===== config.mk =====
export PLATFORM = sky130hd
export DESIGN_NAME = ccsa_mul
export DESIGN_NICKNAME = d
export VERILOG_FILES = /design/src/design/closed_curve_signed_area_defines.svh /design/src/design/ccsa_pkg.sv /design/src/design/ccsa_mul.sv
export SDC_FILE = /design/constraint.sdc
export NUM_CORES = 2
export LEC_CHECK = 0
export ABC_AREA = 1
export BUFFER_PORTS_ARGS = -buffer_cell sky130_fd_sc_hd__buf_2
export CELL_PAD_IN_SITES_DETAIL_PLACEMENT = 1
export CELL_PAD_IN_SITES_GLOBAL_PLACEMENT = 1
export CORE_MARGIN = 2
export CORE_UTILIZATION = 40
export CTS_CLUSTER_DIAMETER = 30
export CTS_CLUSTER_SIZE = 20
export DETAILED_ROUTE_END_ITERATION = 8
export PLACE_DENSITY_LB_ADDON = 0.05
export SYNTH_ARGS = -nofsm -noshare
export SYNTH_HDL_FRONTEND = slang
export SYNTH_SLANG_ARGS = --single-unit

===== constraint.sdc =====
create_clock -name aclk -period 14.4 [get_ports aclk]
set_input_delay 1.44 -clock aclk [delete_from_list [all_inputs] [get_ports aclk]]
set_output_delay 1.44 -clock aclk [all_outputs]
set_load 0.01 [all_outputs]

===== src/design/closed_curve_signed_area_defines.svh =====
// ----------------------------------------------------------------------------
// closed_curve_signed_area assertion macros
// Shared concurrent assertion forms, clocked on aclk and off during reset.
// ----------------------------------------------------------------------------
`ifndef CLOSED_CURVE_SIGNED_AREA_DEFINES_SVH
`define CLOSED_CURVE_SIGNED_AREA_DEFINES_SVH

// consequent holds in the same cycle as the antecedent
`define CCSA_ASSERT_SAME(lbl, ante, cons, msg) \
    lbl: assert property (@(posedge aclk) disable iff (!aresetn) (ante) |-> (cons)) \
        else $error(msg);

// consequent holds in the cycle after the antecedent
`define CCSA_ASSERT_NEXT(lbl, ante, cons, msg) \
    lbl: assert property (@(posedge aclk) disable iff (!aresetn) (ante) |=> (cons)) \
        else $error(msg);

`endif


===== src/design/ccsa_pkg.sv =====
// ----------------------------------------------------------------------------
// ccsa_pkg
// Types, constants and the arctangent table for the curve area block.
// ----------------------------------------------------------------------------
package ccsa_pkg;

    localparam int COORD_W = 32;
    localparam int RAD_W   = 31;
    localparam int TOL_W   = 16;
    localparam int AREA_W  = 64;
    localparam int ANG_W   = 35;   // doubled end angle needs 34 bits plus margin
    localparam int SC_W    = 36;   // q2.30 sine and cosine with growth
    localparam int QBITS   = 6;    // quadrant count of a reduced angle
    localparam int TAB_N   = 32;

    localparam logic [63:0] HALF_PI_Q56 = 64'h01921FB54442D184;
    localparam logic signed [SC_W-1:0] CORDIC_GAIN = 36'sd652032874;

    typedef enum logic {
        SEG_LINE = 1'b0,
        SEG_ARC  = 1'b1
    } seg_kind_t;

    typedef struct packed {
        seg_kind_t                  kind;
        logic signed [COORD_W-1:0]  start_x;
        logic signed [COORD_W-1:0]  start_y;
        logic signed [COORD_W-1:0]  end_x;
        logic signed [COORD_W-1:0]  end_y;
        logic signed [COORD_W-1:0]  center_y;
        logic [RAD_W-1:0]           radius;
        logic signed [COORD_W-1:0]  start_angle;
        logic signed [COORD_W-1:0]  sweep_angle;
        logic                       last;
        logic                       closed;
        logic                       vertical;
    } seg_t;

    typedef struct packed {
        logic                   done;
        logic signed [SC_W-1:0] cos_v;
        logic signed [SC_W-1:0] sin_v;
    } cs_res_t;

    typedef struct packed {
        logic                done;
        logic signed [127:0] prod;
    } mul_res_t;

    typedef enum logic [2:0] {
        CS_IDLE,
        CS_RED,
        CS_SIGN,
        CS_FOLD,
        CS_ROT
    } cs_state_t;

    typedef enum logic [1:0] {
        MU_IDLE,
        MU_ACC,
        MU_NEG
    } mul_state_t;

    typedef enum logic [3:0] {
        BK_IDLE,
        BK_PREP,
        BK_CS_GO,
        BK_CS_WAIT,
        BK_MUL_GO,
        BK_MUL_WAIT,
        BK_TERM,
        BK_ACC
    } bk_state_t;

    typedef logic signed [63:0] atan_tab_t [TAB_N];

    // atan(2^-i) in q8.56 from its power series, long division done bit by bit
    function automatic atan_tab_t atan_table();
        atan_tab_t   tab;
        logic [63:0] acc;
        logic [63:0] num;
        logic [63:0] den;
        logic [63:0] rem;
        logic [63:0] quo;
        int          e;
        for (int i = 0; i < TAB_N; i++) begin
            if (i == 0) begin
                tab[i] = $signed(HALF_PI_Q56 >> 1);
            end else begin
                acc = '0;
                for (int n = 0; n < TAB_N; n++) begin
                    if (i * (2 * n + 1) <= 62) begin
                        e   = 62 - i * (2 * n + 1);
                        num = 64'd1 << e;
                        den = 64'(2 * n + 1);
                        rem = '0;
                        quo = '0;
                        for (int k = 63; k >= 0; k--) begin
                            rem = {rem[62:0], num[k]};
                            if (rem >= den) begin
                                rem    = rem - den;
                                quo[k] = 1'b1;
                            end
                        end
                        acc = (n % 2 == 1) ? acc - quo : acc + quo;
                    end
                end
                tab[i] = $signed(acc) >>> 6;
            end
        end
        return tab;
    endfunction

endpackage


===== src/design/ccsa_mul.sv =====
// ----------------------------------------------------------------------------
// ccsa_mul
// Signed 64 by 64 multiplier giving 128 bits: one 32 by 32 partial product
// a cycle on the magnitudes, then the sign is applied.
// ----------------------------------------------------------------------------
module ccsa_mul (
    input  logic                aclk,
    input  logic                aresetn,
    input  logic                start,
    input  logic signed [63:0]  a,
    input  logic signed [63:0]  b,
    output ccsa_pkg::mul_res_t  res
);

    ccsa_pkg::mul_state_t state_reg;
    ccsa_pkg::mul_state_t state_next;
    logic [63:0]          ua_reg;
    logic [63:0]          ub_reg;
    logic                 sgn_reg;
    logic [127:0]         acc_reg;
    logic [1:0]           cnt_reg;
    logic                 done_reg;
    logic signed [127:0]  prod_reg;

    logic [31:0]          op_a;
    logic [31:0]          op_b;
    logic [63:0]          pp;
    logic [127:0]         pp_sh;
    logic                 load;
    logic                 fin;

    assign res.done = done_reg;
    assign res.prod = prod_reg;

    always_comb begin
        op_a = cnt_reg[1] ? ua_reg[63:32] : ua_reg[31:0];
        op_b = cnt_reg[0] ? ub_reg[63:32] : ub_reg[31:0];
        pp   = op_a * op_b;
        case (cnt_reg)
            2'd0:    pp_sh = {64'd0, pp};
            2'd3:    pp_sh = {pp, 64'd0};
            default: pp_sh = {32'd0, pp, 32'd0};
        endcase
    end

    // next state
    always_comb begin
        state_next = state_reg;
        case (state_reg)
            ccsa_pkg::MU_IDLE: if (start) state_next = ccsa_pkg::MU_ACC;
            ccsa_pkg::MU_ACC:  if (cnt_reg == 2'd3) state_next = ccsa_pkg::MU_NEG;
            ccsa_pkg::MU_NEG:  state_next = ccsa_pkg::MU_IDLE;
            default:           state_next = ccsa_pkg::MU_IDLE;
        endcase
    end

    // outputs
    always_comb begin
        load = (state_reg == ccsa_pkg::MU_IDLE) && start;
        fin  = (state_reg == ccsa_pkg::MU_NEG);
    end

    always_ff @(posedge aclk) begin
        if (!aresetn) begin
            state_reg <= ccsa_pkg::MU_IDLE;
            done_reg  <= 1'b0;
        end else begin
            state_reg <= state_next;
            done_reg  <= fin;
        end
    end

    always_ff @(posedge aclk) begin
        if (load) begin
            ua_reg  <= a[63] ? 64'(-a) : 64'(a);
            ub_reg  <= b[63] ? 64'(-b) : 64'(b);
            sgn_reg <= a[63] ^ b[63];
            acc_reg <= '0;
            cnt_reg <= 2'd0;
        end
        if (state_reg == ccsa_pkg::MU_ACC) begin
            acc_reg <= acc_reg + pp_sh;
            cnt_reg <= cnt_reg + 2'd1;
        end
        if (fin) begin
            prod_reg <= sgn_reg ? -$signed(acc_reg) : $signed(acc_reg);
        end
    end

endmodule


==> impl_metrics.toml <==
[synth]
synth-edff-count = 387
synth-warning-count = 0
syn-num-nets = 10098
seq_area_frac_synth = 0.1785
avgSynthCellArea_sq_um = 7.551
ys_ff_latch = 390
async_flop_share = 0
synth_top_flop_cell = "edfxtp_1"
yosysUniqueCellTypes = 53
synth_xor_area_frac = 0.03948
synth_cells = 8668
synth_adder_area_share = 0.3512
syn_area_sq_mm = 0.06545
synth_compound_area_frac = 0.09163
synth-simple-area-share = 0.2302
synth_top_family_by_area = "adder cells"
muxShareOfSynthArea = 0

[cts]
cts.clk_slew.worst_paths_ps = 50
cts_setup_buffers = 0
h-tree-depth = 3
cts_sinks = 390
clk_path_buf_depth = 3
cts_tree = "built"
cts_root_buf = "clkbuf_16"
clkLatencyLatePin_ps = 790
postCtsHoldBufs = 0
ctsResizeCount = 0
numCtsBuffers = 113

[min_path]
holdPathStages = 0
hold_end = "prod_reg[0]"
worstHoldStart = "acc_reg[0]"
holdCritPathClass = "register to register"

[finish]
fin_nets = 10381
final_layout_size_suffix_gt1_frac = 0.08851
nFillCells = 20307
area_growth_pct = 13.06

[routing]
drt_iter0_drc = 7054
vias = 64962
ant_nets = 0
drt-total-wl_mm = 347.6
viasPerCell = 5.782
routedWlPerCell_um = 30.94
dr.pass1.iters = 5
drc_errors = 0

[grt]
overflow = 0
grt_pass1_vias = 67635
grt_start_max_net_pins = 83
antenna_found_initial = 25
grt_pass1_wl_mm = 490.6
grt_usage = 0.4122

[critical_path]
r2r_cells = 34
worstPathArrival_ps = 13610
path_max_fanout = 33
path_delay_family = "adder cells"
regToRegEndpoint = "acc_reg[77]"
slowest_delay_ps = 1080
cp_common_cell = "fa_1"
path_class = "register to register"
cpMaxStageDelayCell = "xnor2_1"
rrSetupSlack_ps = 1270
end_kind = "register"
crit_buf_inv = 6
cp_data_required_time_ps = 14880
crit-reg2reg-launch = "cnt_reg[0]"
start_kind = "register"

[place]
place_congestion = 1.078
hpwl_mm = 296.8
io_buffers = 259

[sta]
relSlewSlack = -0.04244
max_freq_mhz = 76.16
tightest_slew_ps = 1552
hold_violations = 0
fin_crit_sh = 0.9119
setup_viol = 0
fin_setup_tns_ps = 0
rsz0062_at_grt = "false"
finalClockSkew_ps = 104.2
drv_slew = 5
min_period_ps = 13130

[floorplanning]
rows = 148
coreArea_sq_mm = 0.1626
fp.dieW_um = 408.5
num_io_pins = 260
start_util = 0.4026
die_area_sq_mm = 0.1669
dieHeight_um = 408.5

[outcome]
status = "finished with violations"
violations = "capacitance limit, slew limit"

[run]
cap_violations = 1
worst register-to-register path, delay by kind of cell (launching register included):
family                   cells  cell delay, ps
flip-flops                   1             340
adder cells (fa/ha/maj)     10            4740
buffers and inverters        6            1640
AO/OA/AOI/OAI               11            3250
AND/OR/NAND/NOR              6            1880
XOR/XNOR                     1            1080
logic make-up (layout without fill, tap and decap cells):
group                    after synthesis  count (layout)
XOR/XNOR                             295             295
flip-flops                           390             390
AND/OR/NAND/NOR                     3677            3677
AO/OA/AOI/OAI                       1111            1111
buffers and inverters               1896            2278
adder cells (fa/ha/maj)             1299            1299
other                                  0              10
per-layer routing:
metal,vias up,share of wire,track usage
li1,27626,-,-
met1,33295,0.43,0.5793
met2,3275,0.42,0.5971
met3,746,0.11,0.1200
met4,20,0.042,0.1555
met5,-,0.00041,0
Yosys cell counts, types with 87 or more instances:
| library cell | n | area share |
|---|---|---|
| inv_1 | 1634 | 0.094 |
| nor2_1 | 1570 | 0.090 |
| nand2_1 | 1477 | 0.085 |
| fa_1 | 897 | 0.27 |
| a21oi_1 | 486 | 0.037 |
| ha_1 | 402 | 0.077 |
| o21ai_0 | 401 | 0.031 |
| edfxtp_1 | 387 | 0.18 |
| nand3_1 | 225 | 0.017 |
| xor2_1 | 208 | 0.028 |
| clkbuf_1 | 194 | 0.011 |
| nand4_1 | 110 | 0.011 |
| nor3_1 | 105 | 0.0080 |
| xnor2_1 | 87 | 0.012 |
worst max-delay path by stage:
stage / startpoint / endpoint / slack, ps / cells after the start
floorplan: start / acc_reg[0] / 20 / 4
global placement: cnt_reg[0] / acc_reg[77] / 1580 / 34
detailed placement: cnt_reg[0] / acc_reg[77] / 1780 / 34
CTS: cnt_reg[0] / acc_reg[77] / 1770 / 35
global route: cnt_reg[0] / acc_reg[77] / 1030 / 35
finish: cnt_reg[0] / acc_reg[77] / 1270 / 34
stage by stage:
stage,hold slack (ps),setup slack (ps),cell area [sq um],utilization,instances
2_1_floorplan,445.1,17.64,65450,-,8668
3_3_place_gp,499.9,1575,69910,0.4300,11010
3_5_place_dp,512.5,1779,69920,0.4301,11011
4_1_cts,523.3,1769,73970,0.4550,11225
5_1_grt,534.8,1032,73970,0.4550,11226
6_report,505.1,1269,74000,0.4551,11235
area by class of cell:
type / instances / area [sq um] / share of cell area
timing repair buffer: 390 / 2330 / 0.03148
clock inverter: 89 / 1117 / 0.01510
tap: 2175 / 2721 / 0.03678
inverter: 1674 / 6285 / 0.08493
multi-input combinational: 6382 / 46910 / 0.6339
sequential: 390 / 11680 / 0.1579
antenna: 10 / 25.02 / 0.0003382
clock buffer: 125 / 2933 / 0.03963
cells in the final DEF, fill, tap and decap left out, types with 79 or more instances in the layout:
cell       Yosys  final
nand4_1      110    110
buf_4          1    127
xor2_1       208    207
buf_2         11    259
o21ai_0      401    382
nor3_1       105    104
a21oi_1      486    486
fa_1         897    897
nand2_1     1477   1476
or2_2         81     81
inv_1       1634   1633
nand3_1      225    225
clkbuf_16      0    113
nor2_1      1570   1568
ha_1         402    402
edfxtp_1     387    387
xnor2_1       87     79
Power is left out: the tool's default activity adds up to more than one toggle a clock period on the data nets, which glitch-free logic cannot reach.
