## config.mk

```make
export PLATFORM = sky130hd
export DESIGN_NAME = ccsa_front
export DESIGN_NICKNAME = d
export VERILOG_FILES = /design/src/design/closed_curve_signed_area_defines.svh /design/src/design/ccsa_pkg.sv /design/src/design/ccsa_front.sv
export SDC_FILE = /design/constraint.sdc
export NUM_CORES = 1
export LEC_CHECK = 0
export BUFFER_PORTS_ARGS = -buffer_cell sky130_fd_sc_hd__buf_2
export CORE_MARGIN = 4
export CORE_UTILIZATION = 56
export CTS_BUF_LIST = sky130_fd_sc_hd__clkbuf_8
export DETAILED_ROUTE_END_ITERATION = 8
export PLACE_DENSITY = 0.83
export SKIP_LAST_GASP = 1
export SYNTH_ARGS = -nofsm -noshare
export SYNTH_HDL_FRONTEND = slang
export SYNTH_SLANG_ARGS = --single-unit
```

## constraint.sdc

```tcl
create_clock -name aclk -period 18.2 [get_ports aclk]
set_input_delay 1.82 -clock aclk [delete_from_list [all_inputs] [get_ports aclk]]
set_output_delay 1.82 -clock aclk [all_outputs]
set_load 0.01 [all_outputs]
```

## src/design/closed_curve_signed_area_defines.svh

```systemverilog
// ----------------------------------------------------------------------------
// closed_curve_signed_area assertion macros
// Shared concurrent assertion forms, clocked on aclk and off during reset.
// ----------------------------------------------------------------------------
`ifndef CLOSED_CURVE_SIGNED_AREA_DEFINES_SVH
`define CLOSED_CURVE_SIGNED_AREA_DEFINES_SVH

// consequent holds in the same cycle as the antecedent
`define CCSA_ASSERT_SAME(lbl, ante, cons, msg) \
    lbl: assert property (@(posedge aclk) disable iff (!aresetn) (ante) |-> (cons)) \
        else $error(msg);

// consequent holds in the cycle after the antecedent
`define CCSA_ASSERT_NEXT(lbl, ante, cons, msg) \
    lbl: assert property (@(posedge aclk) disable iff (!aresetn) (ante) |=> (cons)) \
        else $error(msg);

`endif

```

## src/design/ccsa_pkg.sv

```systemverilog
// ----------------------------------------------------------------------------
// ccsa_pkg
// Types, constants and the arctangent table for the curve area block.
// ----------------------------------------------------------------------------
package ccsa_pkg;

    localparam int COORD_W = 32;
    localparam int RAD_W   = 31;
    localparam int TOL_W   = 16;
    localparam int AREA_W  = 64;
    localparam int ANG_W   = 35;   // doubled end angle needs 34 bits plus margin
    localparam int SC_W    = 36;   // q2.30 sine and cosine with growth
    localparam int QBITS   = 6;    // quadrant count of a reduced angle
    localparam int TAB_N   = 32;

    localparam logic [63:0] HALF_PI_Q56 = 64'h01921FB54442D184;
    localparam logic signed [SC_W-1:0] CORDIC_GAIN = 36'sd652032874;

    typedef enum logic {
        SEG_LINE = 1'b0,
        SEG_ARC  = 1'b1
    } seg_kind_t;

    typedef struct packed {
        seg_kind_t                  kind;
        logic signed [COORD_W-1:0]  start_x;
        logic signed [COORD_W-1:0]  start_y;
        logic signed [COORD_W-1:0]  end_x;
        logic signed [COORD_W-1:0]  end_y;
        logic signed [COORD_W-1:0]  center_y;
        logic [RAD_W-1:0]           radius;
        logic signed [COORD_W-1:0]  start_angle;
        logic signed [COORD_W-1:0]  sweep_angle;
        logic                       last;
        logic                       closed;
        logic                       vertical;
    } seg_t;

    typedef struct packed {
        logic                   done;
        logic signed [SC_W-1:0] cos_v;
        logic signed [SC_W-1:0] sin_v;
    } cs_res_t;

    typedef struct packed {
        logic                done;
        logic signed [127:0] prod;
    } mul_res_t;

    typedef enum logic [2:0] {
        CS_IDLE,
        CS_RED,
        CS_SIGN,
        CS_FOLD,
        CS_ROT
    } cs_state_t;

    typedef enum logic [1:0] {
        MU_IDLE,
        MU_ACC,
        MU_NEG
    } mul_state_t;

    typedef enum logic [3:0] {
        BK_IDLE,
        BK_PREP,
        BK_CS_GO,
        BK_CS_WAIT,
        BK_MUL_GO,
        BK_MUL_WAIT,
        BK_TERM,
        BK_ACC
    } bk_state_t;

    typedef logic signed [63:0] atan_tab_t [TAB_N];

    // atan(2^-i) in q8.56 from its power series, long division done bit by bit
    function automatic atan_tab_t atan_table();
        atan_tab_t   tab;
        logic [63:0] acc;
        logic [63:0] num;
        logic [63:0] den;
        logic [63:0] rem;
        logic [63:0] quo;
        int          e;
        for (int i = 0; i < TAB_N; i++) begin
            if (i == 0) begin
                tab[i] = $signed(HALF_PI_Q56 >> 1);
            end else begin
                acc = '0;
                for (int n = 0; n < TAB_N; n++) begin
                    if (i * (2 * n + 1) <= 62) begin
                        e   = 62 - i * (2 * n + 1);
                        num = 64'd1 << e;
                        den = 64'(2 * n + 1);
                        rem = '0;
                        quo = '0;
                        for (int k = 63; k >= 0; k--) begin
                            rem = {rem[62:0], num[k]};
                            if (rem >= den) begin
                                rem    = rem - den;
                                quo[k] = 1'b1;
                            end
                        end
                        acc = (n % 2 == 1) ? acc - quo : acc + quo;
                    end
                end
                tab[i] = $signed(acc) >>> 6;
            end
        end
        return tab;
    endfunction

endpackage

```

## src/design/ccsa_front.sv

```systemverilog
// ----------------------------------------------------------------------------
// ccsa_front
// Takes segment items, unpacks them, flags near-vertical lines and holds
// them in a two-entry queue for the back end. Also holds the tolerance.
// ----------------------------------------------------------------------------
module ccsa_front (
    input  logic                            aclk,
    input  logic                            aresetn,
    input  logic                            s_tvalid,
    output logic                            s_tready,
    input  logic [255:0]                    s_tdata,
    input  logic [0:0]                      s_tuser,
    input  logic                            s_tlast,
    input  logic                            cfg_valid,
    output logic                            cfg_ready,
    input  logic [ccsa_pkg::TOL_W-1:0]      cfg_data,
    output ccsa_pkg::seg_t                  item,
    output logic                            item_valid,
    input  logic                            pop
);

    logic [ccsa_pkg::TOL_W-1:0] tol_reg;
    ccsa_pkg::seg_t             q_mem [2];
    logic                       wr_ptr_reg;
    logic                       rd_ptr_reg;
    logic [1:0]                 cnt_reg;
    logic [1:0]                 cnt_next;
    logic                       push;
    ccsa_pkg::seg_t             seg_in;
    logic signed [32:0]         dx;
    logic [32:0]                adx;

    assign cfg_ready  = 1'b1;
    assign s_tready   = (cnt_reg != 2'd2);
    assign push       = s_tvalid && s_tready;
    assign item_valid = (cnt_reg != 2'd0);
    assign item       = q_mem[rd_ptr_reg];

    always_comb begin
        dx  = {s_tdata[95], s_tdata[95:64]} - {s_tdata[31], s_tdata[31:0]};
        adx = dx[32] ? 33'(-dx) : 33'(dx);
        seg_in.kind        = ccsa_pkg::seg_kind_t'(s_tuser[0]);
        seg_in.start_x     = s_tdata[31:0];
        seg_in.start_y     = s_tdata[63:32];
        seg_in.end_x       = s_tdata[95:64];
        seg_in.end_y       = s_tdata[127:96];
        seg_in.center_y    = s_tdata[159:128];
        seg_in.radius      = s_tdata[190:160];
        seg_in.start_angle = s_tdata[222:191];
        seg_in.sweep_angle = s_tdata[254:223];
        seg_in.closed      = s_tdata[255];
        seg_in.last        = s_tlast;
        // a zero tolerance never marks a line vertical
        seg_in.vertical    = (adx < {17'd0, tol_reg});
    end

    always_comb begin
        cnt_next = cnt_reg;
        if (push && !pop) begin
            cnt_next = cnt_reg + 2'd1;
        end else if (pop && !push) begin
            cnt_next = cnt_reg - 2'd1;
        end
    end

    always_ff @(posedge aclk) begin
        if (!aresetn) begin
            tol_reg    <= ccsa_pkg::TOL_W'(1);
            wr_ptr_reg <= 1'b0;
            rd_ptr_reg <= 1'b0;
            cnt_reg    <= 2'd0;
        end else begin
            if (cfg_valid && cfg_ready) begin
                tol_reg <= cfg_data;
            end
            if (push) begin
                wr_ptr_reg <= ~wr_ptr_reg;
            end
            if (pop) begin
                rd_ptr_reg <= ~rd_ptr_reg;
            end
            cnt_reg <= cnt_next;
        end
    end

    always_ff @(posedge aclk) begin
        if (push) begin
            q_mem[wr_ptr_reg] <= seg_in;
        end
    end

endmodule

```

==> parameters.txt <==
Parameter                              Value

Clocking
  Clock transition at the registers of the reported paths    0.06 ns
  Clock tree from TritonCTS    built
  TritonCTS buffer count    83
  Clk sinks    539
  Clk root buf    clkbuf_8
  Resized cells post-CTS    0
  Depth of the CTS H-tree    3
  Clock latency on the worst-skew pair    0.66 ns
  # Post-CTS Setup Buffers    0
  CTS Hold Buffers Added    0
  Maximum count of clock buffers along a single path    3

Timing
  Minimum setup slack in the final design    11.93 ns
  Clock skew after layout    ~0.025 ns
  Number of pins with negative max-slew slack in the final report    0
  Minimum clock period after layout    6.27 ns
  Final setup violation count    0
  Final total negative setup slack    0 ns
  Transition time at the pin with the least slew margin    1.04 ns
  Fraction of the cycle the final worst path needs    between 30 and 40%
  Peak clock frequency supported by timing    160 MHz
  Worst-case hold slack    ~0.5 ns
  Final hold violation count    0
  Setup repair after global routing missed its margin    false
  Worst slew margin relative to its limit    30.5%

Synthesis
  Sequential-to-total area share from yosys stat    just under 70%
  Post-Syn Area    between 0.02 and 0.025 mm^2
  Synth Net Count    ~1700
  Total number of yosys warnings    0
  Leading area contributor after synthesis    edfxtp_1
  Synth top cells by count    edfxtp_1 (518), mux2_2 (261), inv_1 (56)
  Leading post-synthesis cells by cell area    edfxtp_1 (67%), mux2_2 (13%), ha_1 (2.7%), dfxtp_1 (1.8%), a21oi_1 (0.93%)
  Library cell with the highest instance count after synthesis    edfxtp_1
  Netlist cell types    95
  Number of enable-type register cells in the synthesized netlist    518
  Most frequently used flop master after synthesis    edfxtp_1
  Proportion of netlist area held by the largest area contributor    67.3%
  Total of flip-flops plus latches after synthesis    539
  Post-synth ARST share    0%
  Cells after Synth    1414
  Mean area per synthesized cell    16.3 um^2

Power and ir drop
  IR drop worst, VDD    0.0885 mV
  Leakage power total    10.7 nW
  Power density relative to cell area    109 mW/mm^2

Routing
  Detailed Routing Iterations Pass 1    5
  Via density per instance    5.64
  Number of DRC violations after detailed routing    0
  Drt total wl    59600 um
  Drt first-iter violations    around 1100
  Total via count in the routed design    14800
  Count of nets left with antenna violations after detail routing    0
  DR WL/cell    22.8 um

Die
  Width of the die    211 um
  Area of the die    0.0446 mm^2
  Placeable core region    around 0.04 mm^2
  Initial core utilization    56.6%
  Num ports    roughly 540
  Num rows    74
  Die H    211 um

Worst setup path
  Reg-to-reg startpoint    cnt_reg[0]$_SDFFE_PN0P_
  Crit path to    q_mem[0][0]$_DFFE_PP_
  Critical R2R Capture    q_mem[1][202]$_DFFE_PP_
  Required time of the critical path    18.64 ns
  Launch point of the worst path    s_tdata[64]
  Crit end category    register
  Arrival time of the worst setup path    approximately 6.7 ns
  Setup Crit Path Kind    primary input to register
  R2R Setup Slk    roughly 15 ns
  Worst Path Max Fanout    27
  Logic depth of the worst register-to-register path    4
  Nature of the critical path startpoint    primary input

Global routing
  Wire length of the first global-routing pass    87200 um
  Antenna violations before repair    20
  Total track usage    approximately 25%
  Sum of overflow across all layers after global routing    0
  Maximum number of pins on one net before global-route repair    76
  Via count of the first global-routing pass    approximately 15000

Final layout
  Filler instances    2749
  Area growth syn-to-layout    20.8%
  Net count, final    2327
  Share of layout cells above drive strength 1    between 40% and 50%
  Flip-flop count of the largest register after layout    518

Place
  Placer congestion estimate    0.880
  Count of input and output buffers    around 540
  Pre-CTS setup slack    around 11 ns
  Estimated wirelength of the detail-placed design    between 40000 and 50000 um

Run
  Number of max-capacitance violations reported    0

Outcome
  Result of the run    finished, final reports clean

Worst hold path
  Path class of the lowest-slack min-delay path    register to register
  Startpoint of the most critical hold path    tol_reg[0]$_SDFFE_PN1P_
## power by group
group / switching [mW] / leakage, nW / internal, mW
Combinational: 0.342 / 4.88 / 0.235
Sequential: 0.0331 / 5.01 / 1.50
Clock: 0.457 / 0.855 / 0.468
## placed cells by master, fill, tap and decap left out, types with 4 or more instances in the layout
master	n
clkbuf_8	86
xor2_1	10
o211ai_2	5
a21oi_1	43
ha_1	49
edfxtp_1	518
mux2_2	261
nand2_1	47
nor3_1	12
clkinv_1	24
nand3_1	12
a211oi_1	6
o211ai_1	10
nor4_1	8
nand2b_1	4
diode_2	23
nor2_1	44
o31a_1	4
and3_1	6
dfxtp_1	20
or3_1	8
buf_2	539
o21a_1	12
and2_1	13
xnor2_1	21
o21ai_0	21
inv_1	80
a21o_1	15
clkinv_2	7
and4_1	5
nor2b_1	16
a21oi_2	4
buf_4	10
nand4_1	9
a31oi_1	8
o21ai_1	7
mux2i_1	18
## critical path: stages
cell      delay, ns
buf_2          0.10
inv_1          0.04
ha_1           0.19
fa_1           0.41
nand2b_1       0.23
a21bo_2        0.25
a31o_4         0.26
nor4_2         0.32
o311ai_1       0.19
nand2_1        0.68
nor2_1         0.07
a21oi_1        0.15
ha_1           0.25
a21boi_0       0.13
o21a_1         0.18
o21a_1         0.16
o21a_1         0.16
o21ai_0        0.14
a21oi_1        0.08
o31ai_1        0.20
a21oi_1        0.12
nor2_1         0.10
nand4_1        0.11
nor4_2         0.34
## cells by family (layout without fill, tap and decap cells)
family / Yosys count / in the layout / share of synthesized area (%)
AOI/OAI and AO/OA: 188 / 188 / 6.14
xor gates and xnor gates: 33 / 33 / 1.36
adders and majority gates: 50 / 50 / 2.74
and+or+nand+nor: 218 / 218 / 5.33
buffers and inverters: 106 / 754 / 1.80
DFF: 539 / 539 / 69.1
other: 1 / 24 / 0.0162
muxes: 279 / 279 / 13.5
## layer usage
metal	global-route usage (%)	share of wire, %	wire length (um)	vias to the layer above
met2	45.3	53	31400	616
met5	0	0.045	27	-
li1	-	-	-	6694
met3	6.30	7.5	4480	117
met1	29.7	36	21700	7326
met4	10.1	3.3	1980	4
## final cells by class
| cell class | count | area, um^2 | share of cell area (%) |
|---|---|---|---|
| inverter | 56 | 210 | 0.753 |
| timing repair buffer | 549 | 2770 | 9.93 |
| multi-input combinational | 769 | 6730 | 24.1 |
| antenna | 23 | 57.6 | 0.206 |
| tap | 532 | 666 | 2.38 |
| sequential | 539 | 16000 | 57.2 |
| clock buffer | 86 | 1180 | 4.24 |
| clock inverter | 63 | 327 | 1.17 |
## stage by stage
| stage | util (%) | instances | total power [mW] | cell area, um^2 |
|---|---|---|---|---|
| after CTS | 68.3 | 2594 | 3.06 | 27900 |
| after detailed placement | 64.6 | 2445 | 2.13 | 26400 |
| after floorplan | - | 1414 | 1.95 | 23100 |
| final | 68.4 | 2617 | 3.04 | 27900 |
| after global routing | 68.4 | 2610 | 3.18 | 27900 |
| after global placement | 64.6 | 2445 | 2.11 | 26400 |
## worst min-delay path by stage
| stage | cells past startpoint | endpoint | slack, ns |
|---|---|---|---|
| global placement | 2 | tol_reg[0]$_SDFFE_PN1P_ | 0.47 |
| finish | 2 | tol_reg[0]$_SDFFE_PN1P_ | 0.49 |
| detailed placement | 2 | tol_reg[0]$_SDFFE_PN1P_ | 0.48 |
| global route | 2 | tol_reg[0]$_SDFFE_PN1P_ | 0.52 |
| floorplan | 2 | tol_reg[0]$_SDFFE_PN1P_ | 0.44 |
| CTS | 2 | tol_reg[0]$_SDFFE_PN1P_ | 0.50 |
Note: power is estimated with default switching activity, not from simulation.
