`src/design/closed_curve_signed_area_defines.svh`:
```
// ----------------------------------------------------------------------------
// closed_curve_signed_area assertion macros
// Shared concurrent assertion forms, clocked on aclk and off during reset.
// ----------------------------------------------------------------------------
`ifndef CLOSED_CURVE_SIGNED_AREA_DEFINES_SVH
`define CLOSED_CURVE_SIGNED_AREA_DEFINES_SVH

// consequent holds in the same cycle as the antecedent
`define CCSA_ASSERT_SAME(lbl, ante, cons, msg) \
    lbl: assert property (@(posedge aclk) disable iff (!aresetn) (ante) |-> (cons)) \
        else $error(msg);

// consequent holds in the cycle after the antecedent
`define CCSA_ASSERT_NEXT(lbl, ante, cons, msg) \
    lbl: assert property (@(posedge aclk) disable iff (!aresetn) (ante) |=> (cons)) \
        else $error(msg);

`endif

```
`src/design/ccsa_pkg.sv`:
```
// ----------------------------------------------------------------------------
// ccsa_pkg
// Types, constants and the arctangent table for the curve area block.
// ----------------------------------------------------------------------------
package ccsa_pkg;

    localparam int COORD_W = 32;
    localparam int RAD_W   = 31;
    localparam int TOL_W   = 16;
    localparam int AREA_W  = 64;
    localparam int ANG_W   = 35;   // doubled end angle needs 34 bits plus margin
    localparam int SC_W    = 36;   // q2.30 sine and cosine with growth
    localparam int QBITS   = 6;    // quadrant count of a reduced angle
    localparam int TAB_N   = 32;

    localparam logic [63:0] HALF_PI_Q56 = 64'h01921FB54442D184;
    localparam logic signed [SC_W-1:0] CORDIC_GAIN = 36'sd652032874;

    typedef enum logic {
        SEG_LINE = 1'b0,
        SEG_ARC  = 1'b1
    } seg_kind_t;

    typedef struct packed {
        seg_kind_t                  kind;
        logic signed [COORD_W-1:0]  start_x;
        logic signed [COORD_W-1:0]  start_y;
        logic signed [COORD_W-1:0]  end_x;
        logic signed [COORD_W-1:0]  end_y;
        logic signed [COORD_W-1:0]  center_y;
        logic [RAD_W-1:0]           radius;
        logic signed [COORD_W-1:0]  start_angle;
        logic signed [COORD_W-1:0]  sweep_angle;
        logic                       last;
        logic                       closed;
        logic                       vertical;
    } seg_t;

    typedef struct packed {
        logic                   done;
        logic signed [SC_W-1:0] cos_v;
        logic signed [SC_W-1:0] sin_v;
    } cs_res_t;

    typedef struct packed {
        logic                done;
        logic signed [127:0] prod;
    } mul_res_t;

    typedef enum logic [2:0] {
        CS_IDLE,
        CS_RED,
        CS_SIGN,
        CS_FOLD,
        CS_ROT
    } cs_state_t;

    typedef enum logic [1:0] {
        MU_IDLE,
        MU_ACC,
        MU_NEG
    } mul_state_t;

    typedef enum logic [3:0] {
        BK_IDLE,
        BK_PREP,
        BK_CS_GO,
        BK_CS_WAIT,
        BK_MUL_GO,
        BK_MUL_WAIT,
        BK_TERM,
        BK_ACC
    } bk_state_t;

    typedef logic signed [63:0] atan_tab_t [TAB_N];

    // atan(2^-i) in q8.56 from its power series, long division done bit by bit
    function automatic atan_tab_t atan_table();
        atan_tab_t   tab;
        logic [63:0] acc;
        logic [63:0] num;
        logic [63:0] den;
        logic [63:0] rem;
        logic [63:0] quo;
        int          e;
        for (int i = 0; i < TAB_N; i++) begin
            if (i == 0) begin
                tab[i] = $signed(HALF_PI_Q56 >> 1);
            end else begin
                acc = '0;
                for (int n = 0; n < TAB_N; n++) begin
                    if (i * (2 * n + 1) <= 62) begin
                        e   = 62 - i * (2 * n + 1);
                        num = 64'd1 << e;
                        den = 64'(2 * n + 1);
                        rem = '0;
                        quo = '0;
                        for (int k = 63; k >= 0; k--) begin
                            rem = {rem[62:0], num[k]};
                            if (rem >= den) begin
                                rem    = rem - den;
                                quo[k] = 1'b1;
                            end
                        end
                        acc = (n % 2 == 1) ? acc - quo : acc + quo;
                    end
                end
                tab[i] = $signed(acc) >>> 6;
            end
        end
        return tab;
    endfunction

endpackage

```
`src/design/ccsa_back.sv`:
```
// ----------------------------------------------------------------------------
// ccsa_back
// Sequencer that works out one segment's area term with the shared CORDIC
// and multiplier, adds it to the saturating sum and emits the curve area.
// ----------------------------------------------------------------------------
`include "closed_curve_signed_area_defines.svh"

module ccsa_back (
    input  logic                                aclk,
    input  logic                                aresetn,
    input  ccsa_pkg::seg_t                      item,
    input  logic                                item_valid,
    output logic                                pop,
    output logic                                cs_start,
    output logic signed [ccsa_pkg::ANG_W-1:0]   cs_angle,
    input  ccsa_pkg::cs_res_t                   cs_res,
    output logic                                mul_start,
    output logic signed [63:0]                  mul_a,
    output logic signed [63:0]                  mul_b,
    input  ccsa_pkg::mul_res_t                  mul_res,
    output logic                                m_tvalid,
    input  logic                                m_tready,
    output logic [ccsa_pkg::AREA_W-1:0]         m_area,
    output logic                                m_saturated
);

    localparam logic signed [63:0] S64_MIN = {1'b1, 63'd0};
    localparam logic signed [63:0] S64_MAX = {1'b0, {63{1'b1}}};

    ccsa_pkg::bk_state_t            state_reg;
    ccsa_pkg::bk_state_t            state_next;
    ccsa_pkg::seg_t                 cur_reg;
    logic signed [32:0]             dx_reg;
    logic signed [32:0]             sy_reg;
    logic signed [ccsa_pkg::ANG_W-1:0] alpha_reg;
    logic signed [ccsa_pkg::ANG_W-1:0] beta_reg;
    logic [1:0]                     cs_idx_reg;
    logic [1:0]                     mu_idx_reg;
    logic signed [ccsa_pkg::SC_W-1:0] ca_reg;
    logic signed [ccsa_pkg::SC_W-1:0] cb_reg;
    logic signed [ccsa_pkg::SC_W-1:0] s2a_reg;
    logic signed [ccsa_pkg::SC_W-1:0] s2b_reg;
    logic signed [63:0]             p1_reg;
    logic signed [63:0]             p2_reg;
    logic signed [127:0]            t1_reg;
    logic signed [127:0]            t2_reg;
    logic signed [63:0]             term_reg;
    logic                           term_ovf_reg;
    logic signed [63:0]             sum_reg;
    logic                           sat_reg;
    logic                           m_valid_reg;
    logic [63:0]                    out_area_reg;
    logic                           out_sat_reg;

    logic                           is_arc;
    logic signed [ccsa_pkg::SC_W:0] dcos;
    logic signed [39:0]             sweep_f;
    logic signed [127:0]            pre;
    logic                           in_range;
    logic signed [63:0]             term_val;
    logic signed [63:0]             sum_raw;
    logic                           add_ovf;
    logic signed [63:0]             sum_new;
    logic                           flag_new;
    logic                           out_free;
    logic                           load_out;
    logic                           acc_done;

    assign is_arc      = (cur_reg.kind == ccsa_pkg::SEG_ARC);
    assign m_tvalid    = m_valid_reg;
    assign m_area      = out_area_reg;
    assign m_saturated = out_sat_reg;
    assign out_free    = !m_valid_reg || m_tready;

    // operand selection for the angle unit and the multiplier
    always_comb begin
        case (cs_idx_reg)
            2'd0:    cs_angle = alpha_reg;
            2'd1:    cs_angle = beta_reg;
            2'd2:    cs_angle = alpha_reg <<< 1;
            default: cs_angle = beta_reg <<< 1;
        endcase
        dcos    = ca_reg - cb_reg;
        dcos    = -dcos;
        sweep_f = (40'(cur_reg.sweep_angle) <<< 3) - (40'(s2b_reg) - 40'(s2a_reg));
        if (!is_arc) begin
            mul_a = 64'(sy_reg);
            mul_b = 64'(dx_reg);
        end else begin
            case (mu_idx_reg)
                2'd0: begin
                    mul_a = {33'd0, cur_reg.radius};
                    mul_b = 64'(cur_reg.center_y);
                end
                2'd1: begin
                    mul_a = p1_reg;
                    mul_b = 64'(dcos);
                end
                2'd2: begin
                    mul_a = {33'd0, cur_reg.radius};
                    mul_b = {33'd0, cur_reg.radius};
                end
                default: begin
                    mul_a = p2_reg;
                    mul_b = 64'(sweep_f);
                end
            endcase
        end
    end

    // term reduction to q32.32 with clamp
    always_comb begin
        if (is_arc) begin
            pre = ((t1_reg <<< 2) - t2_reg) >>> 32;
        end else begin
            pre = t1_reg >>> 1;
        end
        in_range = (&pre[127:63]) || !(|pre[127:63]);
        if (!is_arc && cur_reg.vertical) begin
            term_val = '0;
        end else if (in_range) begin
            term_val = pre[63:0];
        end else begin
            term_val = pre[127] ? S64_MIN : S64_MAX;
        end
    end

    always_comb begin
        sum_raw  = sum_reg + term_reg;
        add_ovf  = (sum_reg[63] == term_reg[63]) && (sum_raw[63] != sum_reg[63]);
        sum_new  = add_ovf ? (sum_reg[63] ? S64_MIN : S64_MAX) : sum_raw;
        flag_new = sat_reg || term_ovf_reg || add_ovf;
    end

    // next state
    always_comb begin
        state_next = state_reg;
        case (state_reg)
            ccsa_pkg::BK_IDLE: if (item_valid) state_next = ccsa_pkg::BK_PREP;
            ccsa_pkg::BK_PREP: begin
                if (is_arc) begin
                    state_next = ccsa_pkg::BK_CS_GO;
                end else if (cur_reg.vertical) begin
                    state_next = ccsa_pkg::BK_TERM;
                end else begin
                    state_next = ccsa_pkg::BK_MUL_GO;
                end
            end
            ccsa_pkg::BK_CS_GO: state_next = ccsa_pkg::BK_CS_WAIT;
            ccsa_pkg::BK_CS_WAIT: begin
                if (cs_res.done) begin
                    state_next = (cs_idx_reg == 2'd3) ? ccsa_pkg::BK_MUL_GO
                                                      : ccsa_pkg::BK_CS_GO;
                end
            end
            ccsa_pkg::BK_MUL_GO: state_next = ccsa_pkg::BK_MUL_WAIT;
            ccsa_pkg::BK_MUL_WAIT: begin
                if (mul_res.done) begin
                    state_next = (!is_arc || mu_idx_reg == 2'd3) ? ccsa_pkg::BK_TERM
                                                                 : ccsa_pkg::BK_MUL_GO;
                end
            end
            ccsa_pkg::BK_TERM: state_next = ccsa_pkg::BK_ACC;
            ccsa_pkg::BK_ACC:  if (acc_done) state_next = ccsa_pkg::BK_IDLE;
            default:           state_next = ccsa_pkg::BK_IDLE;
        endcase
    end

    // outputs
    always_comb begin
        pop       = (state_reg == ccsa_pkg::BK_IDLE) && item_valid;
        cs_start  = (state_reg == ccsa_pkg::BK_CS_GO);
        mul_start = (state_reg == ccsa_pkg::BK_MUL_GO);
        load_out  = (state_reg == ccsa_pkg::BK_ACC) && cur_reg.last && out_free;
        acc_done  = (state_reg == ccsa_pkg::BK_ACC) && (!cur_reg.last || out_free);
    end

    always_ff @(posedge aclk) begin
        if (!aresetn) begin
            state_reg   <= ccsa_pkg::BK_IDLE;
            sum_reg     <= '0;
            sat_reg     <= 1'b0;
            m_valid_reg <= 1'b0;
        end else begin
            state_reg <= state_next;
            if (load_out) begin
                m_valid_reg <= 1'b1;
            end else if (m_tready) begin
                m_valid_reg <= 1'b0;
            end
            if (acc_done) begin
                // the last segment hands the sum out and starts a fresh curve
                sum_reg <= cur_reg.last ? 64'sd0 : sum_new;
                sat_reg <= cur_reg.last ? 1'b0 : flag_new;
            end
        end
    end

    always_ff @(posedge aclk) begin
        if (pop) begin
            cur_reg <= item;
        end
        if (state_reg == ccsa_pkg::BK_PREP) begin
            dx_reg     <= 33'(cur_reg.end_x) - 33'(cur_reg.start_x);
            sy_reg     <= 33'(cur_reg.start_y) + 33'(cur_reg.end_y);
            alpha_reg  <= ccsa_pkg::ANG_W'(cur_reg.start_angle);
            beta_reg   <= ccsa_pkg::ANG_W'(cur_reg.start_angle)
                        + ccsa_pkg::ANG_W'(cur_reg.sweep_angle);
            cs_idx_reg <= 2'd0;
            mu_idx_reg <= 2'd0;
        end
        if (state_reg == ccsa_pkg::BK_CS_WAIT && cs_res.done) begin
            case (cs_idx_reg)
                2'd0:    ca_reg  <= cs_res.cos_v;
                2'd1:    cb_reg  <= cs_res.cos_v;
                2'd2:    s2a_reg <= cs_res.sin_v;
                default: s2b_reg <= cs_res.sin_v;
            endcase
            cs_idx_reg <= cs_idx_reg + 2'd1;
        end
        if (state_reg == ccsa_pkg::BK_MUL_WAIT && mul_res.done) begin
            if (!is_arc) begin
                t1_reg <= mul_res.prod;
            end else begin
                case (mu_idx_reg)
                    2'd0:    p1_reg <= mul_res.prod[63:0];
                    2'd1:    t1_reg <= mul_res.prod;
                    2'd2:    p2_reg <= mul_res.prod[63:0];
                    default: t2_reg <= mul_res.prod;
                endcase
            end
            mu_idx_reg <= mu_idx_reg + 2'd1;
        end
        if (state_reg == ccsa_pkg::BK_TERM) begin
            term_reg     <= term_val;
            term_ovf_reg <= !(!is_arc && cur_reg.vertical) && !in_range;
        end
        if (load_out) begin
            if (!cur_reg.closed) begin
                out_area_reg <= '0;
                out_sat_reg  <= flag_new;
            end else if (sum_new == S64_MIN) begin
                out_area_reg <= S64_MAX;
                out_sat_reg  <= 1'b1;
            end else begin
                out_area_reg <= 64'(-sum_new);
                out_sat_reg  <= flag_new;
            end
        end
    end

    `CCSA_ASSERT_SAME(a_pop_nonempty, pop, item_valid, "item taken from an empty queue")
    `CCSA_ASSERT_SAME(a_one_unit, mul_start, !cs_start, "both arithmetic units started at once")
    `CCSA_ASSERT_SAME(a_cs_waited, cs_res.done, state_reg == ccsa_pkg::BK_CS_WAIT,
        "angle result with no request pending")
    `CCSA_ASSERT_NEXT(a_emit_clears, load_out, m_tvalid && (sum_reg == 64'sd0) && !sat_reg,
        "curve sum not cleared when its area went out")

endmodule

```
`config.mk`:
```
export PLATFORM = sky130hd
export DESIGN_NAME = ccsa_back
export DESIGN_NICKNAME = d
export VERILOG_FILES = /design/src/design/ccsa_pkg.sv /design/src/design/ccsa_back.sv
export VERILOG_INCLUDE_DIRS = /design/src /design/src/design
export SDC_FILE = /design/constraint.sdc
export NUM_CORES = 2
export LEC_CHECK = 0
export CORE_ASPECT_RATIO = 1.4
export CORE_UTILIZATION = 40
export CTS_BUF_LIST = sky130_fd_sc_hd__clkbuf_4 sky130_fd_sc_hd__clkbuf_8 sky130_fd_sc_hd__clkbuf_16
export CTS_CLUSTER_DIAMETER = 150
export CTS_CLUSTER_SIZE = 24
export DETAILED_ROUTE_END_ITERATION = 7
export DONT_BUFFER_PORTS = 1
export PLACE_DENSITY = 0.63
export SLEW_MARGIN = 10
export SYNTH_ARGS = -nofsm -noshare
export SYNTH_HDL_FRONTEND = slang
export SYNTH_SLANG_ARGS = --single-unit
```
`constraint.sdc`:
```
create_clock -name aclk -period 118.7 [get_ports aclk]
set_clock_uncertainty 0.1 [all_clocks]
set_input_delay 29.675 -clock aclk [delete_from_list [all_inputs] [get_ports aclk]]
set_output_delay 29.675 -clock aclk [all_outputs]
set_load 0.05 [all_outputs]
```
==> key figures <==
Status
  • Status: finished with violations
  • Failing checks: DRC

Synth
  • Fraction of registers with async set/reset: 0%
  • Synth Area per Inst: 10.8 µm²
  • Synth warn: 0
  • Sequential share of the synthesized area: 52.0%
  • Cell Area, Synth: 0.0634 mm²
  • EDFF count, synth: 1052
  • Post-synthesis register bit count: 1121
  • Syn Inst Count: 5876
  • Synth cell types: 107
  • Syn_nets: 6747
  • Main synth FF type: edfxtp_1

Clock tree
  • Worst skew pair latency: 720 ps
  • Clock sinks: 1121
  • Post-cts repair resize count: 0
  • H-Tree Depth: 2
  • Clock-pin transition on the worst setup and hold timing paths: 100 ps
  • Root buffer cell: clkbuf_16
  • CTS Buffer Depth: 3
  • Num CTS Buffers: 52
  • CTS tree: built
  • Post-cts hold buffer count: 0
  • Postcts setup bufs: 0

GRT
  • GRT overflow: 0
  • GR peak layer: met2
  • Largest net degree at the start of global routing: 133
  • Grt met2 use: 46.2%
  • Antenna violations before repair: 36
  • First-pass GRT wire length: 306000 µm
  • Global-route met3 utilization: 6.16%
  • Met1 usage: 28.9%
  • Tot GR Track Use: 26.0%
  • Number of global-route vias before repair: 45.3k

Worst setup path
  • Critical path arrival: 31070 ps
  • CP Capture Type: output port
  • R2r startpoint: t1_reg[94]
  • Reg2reg path depth: 18
  • R2r endpoint: term_reg[1]
  • CP Max Fanout: 132
  • Startpoint types: primary input
  • Critical setup path kind: in2out
  • Reg2Reg Setup Slack: 111200 ps
  • Worst EP required: 88920 ps

Floorplanning
  • Initial core utilization: 40.4%
  • Die W: 338 µm
  • Die height: 473 µm
  • Area of the die: 0.160 mm²
  • Total core area: 0.157 mm²
  • I/O pin total: 697
  • # rows: 172

Timing
  • Setup tns final: 0 ps
  • Fmax: 0.0164 GHz
  • Max-slew headroom: 19.0%
  • Period utilisation layout: 51.3%
  • Setup ws final: 57850 ps
  • RSZ-0062 raised after global routing: false
  • Measured slew at the worst slew-check pin: 1180 ps
  • Final hold slack: 377 ps
  • Max-slew violation count: 0
  • Fin crit period: 60850 ps
  • Setup-failing EPs final: 0
  • Final hold vios: 0

Place
  • IO Port Bufs: 0
  • Post-DP HPWL: 171000 µm
  • Pre-CTS setup slack: 57920 ps
  • DP Cell Count: 7746
  • RePlAce Congestion: 0.984

Cells and area
  • Area grow syn2layout: 6.04%
  • FF+latch area: 0.0330 mm²
  • Layout cells sized above 1: 5.43%
  • Fin nets: 6583
  • Multi-input logic area: 0.0276 mm²
  • Final Non-Filler Cells: 7872
  • Max reg flops: 258
  • Fill cells: 15.0k

Detailed routing
  • Via count: 46.1k
  • DRC viols: 2
  • Via density per instance: 5.86
  • WL/cell: 27.2 µm
  • Detailed Route WL: 214000 µm
  • First-pass DRT Iterations: 8
  • DRT antenna net count: 0
  • DR iter-0 viols: 4024

Power and ir drop
  • Seq pwr share: 46.7%
  • Worst VDD drop: 0.0264 mV
  • PD cells: 16.3 mW/mm²
  • Net load switching power: 418 µW
  • Switching Share: 38.2%
  • Combinational share of power: 33.6%
  • Clock share of power: 19.7%
  • Internal Power: 677 µW
  • Static Leak: 24.9 nW

Hold path
  • Min-delay worst type: reg2reg
  • Hold Crit Start: sum_reg[32]
  • Hold Crit Endpoint: sum_reg[32]
  • Hold depth: 2

Run
  • Max_cap viols: 0
[power by group through the flow]
| stage | clock, mW | sequential, mW | combinational (mW) |
|---|---|---|---|
| 6_report | 0.216 | 0.512 | 0.367 |
| 5_1_grt | 0.233 | 0.515 | 0.392 |
| 4_1_cts | 0.223 | 0.512 | 0.369 |
| 3_5_place_dp | 0 | 0.521 | 0.367 |
| 3_3_place_gp | 0 | 0.520 | 0.364 |
| 2_1_floorplan | 0 | 0.530 | 0.277 |
[critical path: stages]
cell and delay (ps):
nor4b_2 450, buf_12 500, buf_6 250
[worst max path at each step]
stage / from / to
after floorplan: item_valid / pop
after global routing: item_valid / pop
after global placement: item_valid / pop
after CTS: item_valid / pop
after detailed placement: item_valid / pop
final: item_valid / pop
[placed cells by master, fill, tap and decap left out, types with 29 or more instances in the layout]
| cell type | n |
|---|---|
| edfxtp_1 | 1052 |
| a21oi_1 | 517 |
| inv_1 | 477 |
| nand2_1 | 417 |
| ha_1 | 364 |
| nor2_1 | 327 |
| o21ai_0 | 319 |
| xnor2_1 | 173 |
| a21o_1 | 154 |
| a22oi_1 | 120 |
| nand4_1 | 116 |
| nor3_1 | 100 |
| xor2_1 | 94 |
| nand3_1 | 90 |
| nor2b_1 | 76 |
| o21ai_1 | 76 |
| dfxtp_1 | 69 |
| buf_4 | 60 |
| o21bai_1 | 59 |
| a31oi_1 | 58 |
| and2_1 | 57 |
| o21a_1 | 55 |
| clkbuf_16 | 52 |
| nand2b_1 | 50 |
| a221o_1 | 50 |
| mux2_2 | 49 |
| a222oi_1 | 44 |
| diode_2 | 42 |
| or3_1 | 40 |
| fa_1 | 39 |
| and3_1 | 38 |
| mux2i_1 | 38 |
| nor4_1 | 31 |
| or2_2 | 29 |
| clkbuf_4 | 29 |
[stage by stage]
step           utilization, %  cell area [µm²]  power [mW]
6_report                 42.8            67200        1.09
5_1_grt                  42.8            67200        1.14
4_1_cts                  42.7            67100        1.10
3_5_place_dp             41.7            65600       0.888
3_3_place_gp             41.7            65600       0.884
2_1_floorplan               -            63400       0.807
[Yosys cell counts, types with 31 or more instances]
cell type,n,area [µm²]
nand4_1,116,726
nor4_1,31,194
a211oi_1,32,240
o21ai_0,322,1610
nor2_1,331,1240
fa_1,39,781
a222oi_1,44,440
ha_1,367,4590
xnor2_1,173,1520
a221o_1,50,500
a31oi_1,59,369
and2_1,62,388
nor3_1,101,505
inv_1,479,1800
edfxtp_1,1052,31600
mux2i_1,38,380
a21oi_1,519,2600
a21o_1,154,1160
nand2_1,419,1570
clkbuf_1,208,781
nand3_1,90,450
and3_1,40,250
o21a_1,55,413
or3_1,40,250
xor2_1,94,823
mux2_2,49,552
nor2b_1,78,488
nand2b_1,51,319
a22oi_1,120,901
dfxtp_1,69,1380
o21ai_1,73,365
o21bai_1,59,443
[layout make-up]
| cell class | instances | area share (%) |
|---|---|---|
| diodes | 42 | 0.156 |
| multi-input cells | 3991 | 41.0 |
| inverters | 480 | 2.69 |
| clock inverters | 3 | 0.0875 |
| clock buffers | 81 | 2.26 |
| flip-flops and latches | 1121 | 49.0 |
| well taps | 2088 | 3.89 |
| repair buffers | 66 | 0.836 |
[cell families after synthesis]
family	share of synthesized area [%]
mux	1.47
flops	52.0
xor+xnor	3.69
fa+ha+maj	8.47
simple gates	11.3
compound gates	18.3
buf+inv	4.75
[layer usage]
layer / wire length, µm / share of wire (%) / vias up
met5: 200 / 0.094 / -
met2: 107000 / 50 / 1668
met1: 79100 / 37 / 22473
li1: - / - / 21609
met4: 11700 / 5.5 / 34
met3: 16000 / 7.5 / 361
(Power assumes the default switching activity.)
